==> config.mk <==
export PLATFORM = sky130hd
export DESIGN_NAME = dual_stack_shared_array
export DESIGN_NICKNAME = d
export VERILOG_FILES = /design/src/hdl/dssa_pkg.sv /design/src/hdl/dssa_ctrl.sv /design/src/hdl/dssa_dp.sv /design/src/hdl/dual_stack_shared_array.sv
export SDC_FILE = /design/constraint.sdc
export NUM_CORES = 1
export LEC_CHECK = 0
export BUFFER_PORTS_ARGS = -buffer_cell sky130_fd_sc_hd__buf_4
export CORE_MARGIN = 2
export CORE_UTILIZATION = 35
export CTS_BUF_LIST = sky130_fd_sc_hd__clkbuf_4 sky130_fd_sc_hd__clkbuf_8 sky130_fd_sc_hd__clkbuf_16
export DETAILED_ROUTE_END_ITERATION = 6
export PLACE_DENSITY = 0.54
export SYNTH_ARGS = -nofsm -noshare
export SYNTH_HDL_FRONTEND = slang
export SYNTH_SLANG_ARGS = --single-unit
==> constraint.sdc <==
create_clock -name clock -period 5.55 [get_ports clock]
set_input_delay 1.11 -clock clock [delete_from_list [all_inputs] [get_ports clock]]
set_output_delay 1.11 -clock clock [all_outputs]
set_load 0.1 [all_outputs]
==> src/hdl/dssa_pkg.sv <==
// ----------------------------------------------------------------------------
// Dual stack shared array package
// Action and status codes, and the command and status bundles that pass
// between the controller and the datapath.
// ----------------------------------------------------------------------------
package dssa_pkg;

   // Widths of the word fields.
   localparam int unsigned DataWidth   = 32;
   localparam int unsigned ActionWidth = 3;
   localparam int unsigned StatusWidth = 2;

   // Operation codes carried by the request word.
   typedef enum logic [ActionWidth-1:0] {
      ACT_PUSH_ONE = 3'd0,
      ACT_POP_ONE  = 3'd1,
      ACT_DUMP_ONE = 3'd2,
      ACT_PUSH_TWO = 3'd3,
      ACT_POP_TWO  = 3'd4,
      ACT_DUMP_TWO = 3'd5
   } dssa_action_type;

   // Result status codes.
   typedef enum logic [StatusWidth-1:0] {
      STATUS_OK    = 2'd0,
      STATUS_FULL  = 2'd1,
      STATUS_EMPTY = 2'd2
   } dssa_status_type;

   // Commands from the controller to the datapath.
   typedef struct packed {
      logic            load;       // Latch the operation and its top pointer.
      logic            stack_two;  // Operation targets the downward stack.
      logic            dump;       // Operation is a dump that walks the stack.
      logic            has_data;   // Result words carry a stored value.
      logic            push;       // Write the push value and grow the stack.
      logic            pop;        // Shrink the selected stack by one.
      logic            read;       // Read the store at the current pointer.
      logic            step;       // Move the dump pointer toward the bottom.
      dssa_status_type status;     // Status code of the result words.
   } dssa_cmd_type;

   // Status from the datapath to the controller.
   typedef struct packed {
      logic full;       // Both stacks together fill the store.
      logic one_empty;  // Upward stack holds nothing.
      logic two_empty;  // Downward stack holds nothing.
      logic last;       // The word being presented is the final one.
   } dssa_sts_type;

endpackage

==> src/hdl/dssa_ctrl.sv <==
// ----------------------------------------------------------------------------
// Dual stack shared array controller
// Decodes each request word and sequences the store reads and the response
// handshake through a one-hot state machine.
// ----------------------------------------------------------------------------
module dssa_ctrl (
   input  logic                                  clock,
   input  logic                                  reset,
   input  logic                                  req_valid,
   output logic                                  req_stall,
   input  logic [dssa_pkg::ActionWidth-1:0]      req_action,
   output logic                                  rsp_valid,
   input  logic                                  rsp_stall,
   input  dssa_pkg::dssa_sts_type                sts,
   output dssa_pkg::dssa_cmd_type                cmd
);

   typedef enum logic [2:0] {
      ST_IDLE  = 3'b001,
      ST_FETCH = 3'b010,
      ST_SEND  = 3'b100
   } dssa_state_type;

   dssa_state_type state_ff;
   dssa_state_type state_in;
   logic           sel_two;
   logic           sel_empty;

   // Requests are taken only while no operation is in progress.
   assign req_stall = (state_ff != ST_IDLE);
   assign rsp_valid = (state_ff == ST_SEND);

   // Stack selection and its emptiness for the incoming word.
   assign sel_two = (req_action == dssa_pkg::ACT_PUSH_TWO) ||
                    (req_action == dssa_pkg::ACT_POP_TWO)  ||
                    (req_action == dssa_pkg::ACT_DUMP_TWO);
   assign sel_empty = sel_two ? sts.two_empty : sts.one_empty;

   // Next state and commands.
   always_comb begin
      state_in      = state_ff;
      cmd           = '0;
      cmd.stack_two = sel_two;
      cmd.status    = dssa_pkg::STATUS_OK;
      unique case (state_ff)
         ST_IDLE: begin
            if (req_valid) begin
               unique case (req_action)
                  dssa_pkg::ACT_PUSH_ONE, dssa_pkg::ACT_PUSH_TWO: begin
                     cmd.load   = 1'b1;
                     cmd.push   = !sts.full;
                     cmd.status = sts.full ? dssa_pkg::STATUS_FULL : dssa_pkg::STATUS_OK;
                     state_in   = ST_SEND;
                  end
                  dssa_pkg::ACT_POP_ONE, dssa_pkg::ACT_POP_TWO: begin
                     cmd.load = 1'b1;
                     if (sel_empty) begin
                        cmd.status = dssa_pkg::STATUS_EMPTY;
                        state_in   = ST_SEND;
                     end else begin
                        cmd.has_data = 1'b1;
                        cmd.pop      = 1'b1;
                        state_in     = ST_FETCH;
                     end
                  end
                  dssa_pkg::ACT_DUMP_ONE, dssa_pkg::ACT_DUMP_TWO: begin
                     cmd.load = 1'b1;
                     if (sel_empty) begin
                        cmd.status = dssa_pkg::STATUS_EMPTY;
                        state_in   = ST_SEND;
                     end else begin
                        cmd.has_data = 1'b1;
                        cmd.dump     = 1'b1;
                        state_in     = ST_FETCH;
                     end
                  end
                  default: begin
                     // Undefined operation codes are dropped without a response.
                     state_in = ST_IDLE;
                  end
               endcase
            end
         end
         ST_FETCH: begin
            cmd.read = 1'b1;
            state_in = ST_SEND;
         end
         ST_SEND: begin
            if (!rsp_stall) begin
               if (sts.last) begin
                  state_in = ST_IDLE;
               end else begin
                  cmd.step = 1'b1;
                  state_in = ST_FETCH;
               end
            end
         end
         default: begin
            state_in = ST_IDLE;
         end
      endcase
   end

   // State register.
   always_ff @(posedge clock) begin
      if (reset) begin
         state_ff <= ST_IDLE;
      end else begin
         state_ff <= state_in;
      end
   end

endmodule

==> src/hdl/dssa_dp.sv <==
// ----------------------------------------------------------------------------
// Dual stack shared array datapath
// Holds the shared store, both stack counts, the walk pointer and the
// response word registers.
// ----------------------------------------------------------------------------
module dssa_dp #(
   parameter int unsigned DEPTH = 16
) (
   input  logic                                  clock,
   input  logic                                  reset,
   input  dssa_pkg::dssa_cmd_type                cmd,
   input  logic signed [dssa_pkg::DataWidth-1:0] req_push_value,
   output dssa_pkg::dssa_sts_type                sts,
   output logic signed [dssa_pkg::DataWidth-1:0] rsp_out_value,
   output logic [dssa_pkg::StatusWidth-1:0]      rsp_status,
   output logic                                  rsp_last
);

   localparam int unsigned AW = (DEPTH > 1) ? $clog2(DEPTH) : 1;
   localparam int unsigned CW = $clog2(DEPTH + 1);

   logic signed [dssa_pkg::DataWidth-1:0] mem [DEPTH];
   logic signed [dssa_pkg::DataWidth-1:0] rd_data_ff;

   logic [CW-1:0]             one_count_ff;
   logic [CW-1:0]             one_count_in;
   logic [CW-1:0]             two_count_ff;
   logic [CW-1:0]             two_count_in;
   logic [AW-1:0]             ptr_ff;
   logic [AW-1:0]             ptr_in;
   logic                      two_sel_ff;
   logic                      dump_ff;
   logic                      has_data_ff;
   dssa_pkg::dssa_status_type status_ff;

   logic [CW:0]   total;
   logic [CW-1:0] top_wide;
   logic [CW-1:0] wr_wide;
   logic [AW-1:0] wr_addr;
   logic          at_end;

   // Fill level and addresses derived from the counts.
   assign total    = {1'b0, one_count_ff} + {1'b0, two_count_ff};
   assign top_wide = cmd.stack_two ? (CW'(DEPTH) - two_count_ff)
                                   : (one_count_ff - CW'(1));
   assign wr_wide  = cmd.stack_two ? (CW'(DEPTH - 1) - two_count_ff) : one_count_ff;
   assign wr_addr  = wr_wide[AW-1:0];

   // A dump ends at the bottom entry of its stack.
   assign at_end = two_sel_ff ? (ptr_ff == AW'(DEPTH - 1)) : (ptr_ff == '0);

   assign sts.full      = (total >= (CW + 1)'(DEPTH));
   assign sts.one_empty = (one_count_ff == '0);
   assign sts.two_empty = (two_count_ff == '0);
   assign sts.last      = !dump_ff || at_end;

   // Count updates for push and pop.
   always_comb begin
      one_count_in = one_count_ff;
      two_count_in = two_count_ff;
      if (cmd.push) begin
         if (cmd.stack_two) begin
            two_count_in = two_count_ff + CW'(1);
         end else begin
            one_count_in = one_count_ff + CW'(1);
         end
      end else if (cmd.pop) begin
         if (cmd.stack_two) begin
            two_count_in = two_count_ff - CW'(1);
         end else begin
            one_count_in = one_count_ff - CW'(1);
         end
      end
   end

   // Pointer load at the top, then a walk toward the bottom during a dump.
   always_comb begin
      ptr_in = ptr_ff;
      if (cmd.load) begin
         ptr_in = top_wide[AW-1:0];
      end else if (cmd.step) begin
         ptr_in = two_sel_ff ? (ptr_ff + AW'(1)) : (ptr_ff - AW'(1));
      end
   end

   // Control registers.
   always_ff @(posedge clock) begin
      if (reset) begin
         one_count_ff <= '0;
         two_count_ff <= '0;
         dump_ff      <= 1'b0;
      end else begin
         one_count_ff <= one_count_in;
         two_count_ff <= two_count_in;
         if (cmd.load) begin
            dump_ff <= cmd.dump;
         end
      end
   end

   // Operation and pointer registers.
   always_ff @(posedge clock) begin
      ptr_ff <= ptr_in;
      if (cmd.load) begin
         two_sel_ff  <= cmd.stack_two;
         has_data_ff <= cmd.has_data;
         status_ff   <= cmd.status;
      end
   end

   // Shared store with a registered read port.
   always_ff @(posedge clock) begin
      if (cmd.push) begin
         mem[wr_addr] <= req_push_value;
      end
      if (cmd.read) begin
         rd_data_ff <= mem[ptr_ff];
      end
   end

   // Response word.
   assign rsp_out_value = has_data_ff ? rd_data_ff : '0;
   assign rsp_status    = status_ff;
   assign rsp_last      = sts.last;

endmodule

==> src/hdl/dual_stack_shared_array.sv <==
// ----------------------------------------------------------------------------
// Dual stack shared array
// Two stacks in one store: stack one grows up from entry zero, stack two
// grows down from the last entry. Push, pop and dump on either stack.
// ----------------------------------------------------------------------------
//  Channel   Direction  Handshake            Word
//  req_      in         req_valid/req_stall  req_action, req_push_value
//  rsp_      out        rsp_valid/rsp_stall  rsp_out_value, rsp_status, rsp_last
//
//  A push, or any request that answers full or empty, is presented straight
//  from the idle state; a pop first makes a registered store read; a dump,
//  for each entry from top to bottom, makes the store read and presents it.
//  Reset clears both stack counts; the store itself is not cleared.
//  A stalled response holds its word and delays the next request by as much.
// ----------------------------------------------------------------------------
module dual_stack_shared_array #(
   parameter int unsigned DEPTH = 16
) (
   input  logic                                  clock,
   input  logic                                  reset,
   input  logic                                  req_valid,
   output logic                                  req_stall,
   input  logic [dssa_pkg::ActionWidth-1:0]      req_action,
   input  logic signed [dssa_pkg::DataWidth-1:0] req_push_value,
   output logic                                  rsp_valid,
   input  logic                                  rsp_stall,
   output logic signed [dssa_pkg::DataWidth-1:0] rsp_out_value,
   output logic [dssa_pkg::StatusWidth-1:0]      rsp_status,
   output logic                                  rsp_last
);

   dssa_pkg::dssa_cmd_type cmd;
   dssa_pkg::dssa_sts_type sts;

   // Sequencing.
   dssa_ctrl u_ctrl (
      .clock      (clock),
      .reset      (reset),
      .req_valid  (req_valid),
      .req_stall  (req_stall),
      .req_action (req_action),
      .rsp_valid  (rsp_valid),
      .rsp_stall  (rsp_stall),
      .sts        (sts),
      .cmd        (cmd)
   );

   // Store, counts and response registers.
   dssa_dp #(
      .DEPTH (DEPTH)
   ) u_dp (
      .clock          (clock),
      .reset          (reset),
      .cmd            (cmd),
      .req_push_value (req_push_value),
      .sts            (sts),
      .rsp_out_value  (rsp_out_value),
      .rsp_status     (rsp_status),
      .rsp_last       (rsp_last)
   );

endmodule

==> metrics list <==
- Syn Area/Cell: 22.25 sq um
- Synth-to-Final Area Change: 16.22%
- Worst min path class: flop to flop
* Yosys warning count: 0
* DRC violations left: 0
- For this run, global-route usage on met3 was measured as 0.03163.
- Post-CTS clock slew at the launch and capture registers of the worst setup and hold paths: approximately 0.06 ns
* Startpoint-to-endpoint class of the critical path: flop to flop
* Clock network latency to the later pin of the worst-skew pair: 0.61 ns
- The root buffer cell chosen for the clock tree is sky130_fd_sc_hd__clkbuf_16.
- In this run the critical register-to-register path is launched from u_dp.two_count_ff[2].
* CTS max path bufs: 3
* Leakage power of the design: a little over 8 nW
- Max-capacitance violation count: 0
- Fin. Hold Viols: 0
- Kind of capture point of the worst setup path: flop
- The worst path in the final design needs a cycle of around 3.4 ns, including I/O delays and setup.
- STA puts the critical path data arrival time at between 3 and 4 ns.
- Top-level I/O count: 76
* Ratio of cells with drive above 1 in the final layout: 0.3342
- Number of cells on the worst hold path: 2
- The initial antenna violation count is 6.
- The routed design has between 40000 and 50000 um of wire.
* Gpl congestion: approximately 0.8
- The first routing iteration left between 1000 and 1500 violations.
- Cell area after synthesis: approximately 0.022 sq mm
- Cell taking the most area after synthesis: sky130_fd_sc_hd__edfxtp_1
- Rel. slew slack: 0.3230
- Yosys mapped the design onto 48 distinct sky130hd cell types.
- The first global-routing pass estimated between 70000 and 80000 um of wire.
- Dividing the detail-routed via count by the number of cells gives 5.093.
- The run finished with clean final reports.
- Setup total negative slack on the finished layout was measured at 0 ns.
- Total CTS buffers: 54
- Setup violations remaining at the end of the flow were counted as 0.
- Across every metal layer, demand over resource in global routing totals 0.1514.
- Counting every instance in the synthesized netlist gives 992.
- First-pass iteration count of the detailed router: 5
* Total power per unit cell area: between 300 and 400 mW/mm^2
* Number of global-route vias before repair: 10240
- The net count of the finished layout is about 1200.
- Placeable core area: approximately 0.063 sq mm
- Combined buffer and inverter count along the critical path: 1
* RSZ-0062 raised after global routing: no
- Traced cell by cell, the critical path runs through ha_1 > and4_1 > o21ai_0 > and3_1 > inv_4 > fa_1 > a21o_1 > a21oi_1 > mux2i_1 > a21oi_1 > a31o_2.
- The cell that appears most often on the critical path is sky130_fd_sc_hd__a21oi_1.
- Syn nets: 1045
* Global-route layer with the greatest usage: met1
- Share of flip-flops with an asynchronous set or reset after synthesis: 0
- For this configuration, the core starts out at a cell density of 0.3518.
* Worst path required time: 6.04 ns
- For this run, the register share of the synthesized area comes to 0.7637.
- Synthesis inferred about 570 register bits.
- Of all nets on the critical path, the largest fanout is 10.
- Critical Path Max Stage Delay: roughly 0.56 ns
* Predominant post-synthesis flop cell: sky130_fd_sc_hd__edfxtp_1
- Worst setup skew after layout: approximately 0.023 ns
- Die Span X: approximately 260 um
- Floorplan die area: 0.06509 sq mm
- Of the available clock period, the critical path in the final layout requires 0.6140.
- In the global route stage, met2 resource usage came out at 0.2100.
* Hpwl dp: 29590 um
- In the final routed layout, each cell accounts on average for around 24 um.
- Number of port buffers: 75
* Number of hold-repair buffers added at the cts stage: 0
- CTS tree: yes
- Register-to-Register Path Depth: 11
- Counting flops with a built-in enable in the synthesized netlist gives roughly 550.
* Clk sink count: approximately 570
- Critical path's top delay family: compound AO/OA/AOI/OAI gates
- Largest net degree at the start of global routing: roughly 130
* Final-layout worst hold slack: between 0.5 and 0.6 ns
* Worst hold path startpoint: u_dp.dump_ff
- The floorplan has around 90 rows.
- For this run, the top clock speed supported by timing is between 200 and 300 MHz.
- By area the synthesized netlist is led by sky130_fd_sc_hd__edfxtp_1 (75%), sky130_fd_sc_hd__mux4_2 (16%), sky130_fd_sc_hd__dfxtp_1 (1.3%), sky130_fd_sc_hd__and2_1 (0.94%), sky130_fd_sc_hd__ha_1 (0.68%).
- The number of max-slew violations in the final report is 0.
* Startpoint of the most critical setup path: u_dp.two_count_ff[2]
* CP max stage cell: sky130_fd_sc_hd__dfxtp_1
- In the global route stage, met1 resource usage came out at 0.2405.
* Count of antenna-violating nets left after detailed routing: 0
- Die height: 255.1 um
* Total vias in the final route: 10140
- Proportion of netlist area held by the largest area contributor: 0.7510
- After clock tree synthesis, the repair step resized 0 gates.
* Measured slew at the worst slew-check pin: a little over 1 ns
- The worst setup path is launched from a flop.
* Number of H-tree branching levels: 2
* Peak supply drop: 211.2 uV
- Critical path depth in cells: 11
- The number of setup buffers added after CTS is 0.
* Total congestion overflow: 0
[power breakdown]
part / total [mW] / internal, mW / switching [mW]
combinational: 1.11 / 0.464 / 0.651
sequential: 4.79 / 4.75 / 0.0393
clock: 3.64 / 2.09 / 1.55
total: 9.55 / 7.31 / 2.24
[cells in the final DEF (no fill, tap or decap), drive strengths merged, types with 3 or more instances in the layout]
cell type,count
nand4,3
clkinv,24
mux4,160
a21o,5
ha,12
nor3b,7
nor3,12
o21ai,12
and2,33
nor2,36
dfxtp,14
a21oi,15
clkbuf,65
a211oi,3
buf,104
mux2,3
nor4b,3
inv,14
clkinvlp,3
bufinv,5
edfxtp,552
xnor2,11
mux2i,6
nand2,10
a31oi,4
nand3,4
[cell usage after synthesis (all sizes together), types with 3 or more instances]
cell type  count
a211oi         3
a21o           5
a21oi         15
a31oi          4
and2          33
buf           19
clkbuf        32
dfxtp         14
edfxtp       552
ha            12
inv           13
mux2           3
mux2i          6
mux4         160
nand2         10
nand3          4
nand4          3
nor2          36
nor3          12
nor3b          7
nor4b          3
o21ai         12
xnor2         11
[worst reg2reg max path: cells and delay by family, from the launching register on]
family                   cells  cell delay [ns]
AO/OA/AOI/OAI                5             0.99
adder cells (fa/ha/maj)      2             0.74
buffers and inverters        1             0.13
flip-flops                   1             0.56
multiplexers                 1             0.25
AND/OR/NAND/NOR              2             0.62
[sequential cells by signal (all words and copies together) (netlist names)]
signal,flops
u_ctrl.state_ff,3
u_dp.dump_ff,1
u_dp.has_data_ff,1
u_dp.mem,512
u_dp.one_count_ff,5
u_dp.ptr_ff,4
u_dp.rd_data_ff,32
u_dp.rsp_status,2
u_dp.two_count_ff,5
u_dp.two_sel_ff,1
[metal layers]
metal  share of wire  up-vias  routed length (um)
met4           0.020        0                 986
met1            0.49     5430               23490
li1                -     4356                   -
met5               0        -                   0
met3           0.065       56                3138
met2            0.43      294               20600
[final timing paths]
check | endpoint | slack, ns
setup / recovery | u_dp.two_count_ff[4] | 2.14
hold / removal | u_dp.dump_ff | 0.54
setup reg to reg | u_dp.two_count_ff[4] | 2.14
hold reg to reg | u_dp.dump_ff | 0.54
[layout make-up]
type | count | area [sq um]
Antenna cell | 1 | 2.502
Clock inverter | 33 | 294.0
Timing Repair Buffer | 104 | 855.8
Inverter | 13 | 51.30
Clock buffer | 65 | 1451
Fill cell | 5490 | 37080
Tap cell | 846 | 1059
Multi-Input combinational cell | 362 | 5084
Sequential cell | 566 | 16860
[kinds of logic after synthesis]
logic type	count (synthesis)	synth area share
AO/OA/AOI/OAI	48	0.01463
AND/OR/NAND/NOR	118	0.02874
XOR/XNOR	13	0.005158
multiplexers	169	0.1675
adder cells (fa/ha/maj)	14	0.008616
buffers and inverters	64	0.01168
flip-flops	566	0.7637
[through the flow]
step	utilization	setup slack, ns	cell area, sq um	total power, mW	cells
after global placement	0.3811	1.578	23910	6.017	1891
after detailed placement	0.3811	1.520	23910	6.019	1891
after CTS	0.4089	1.944	25650	9.662	1989
after global routing	0.4089	1.881	25650	9.867	1989
after floorplan	-	1.684	22070	5.626	992
final	0.4089	2.142	25650	9.547	1990
Power figures use the tool's default switching activity.
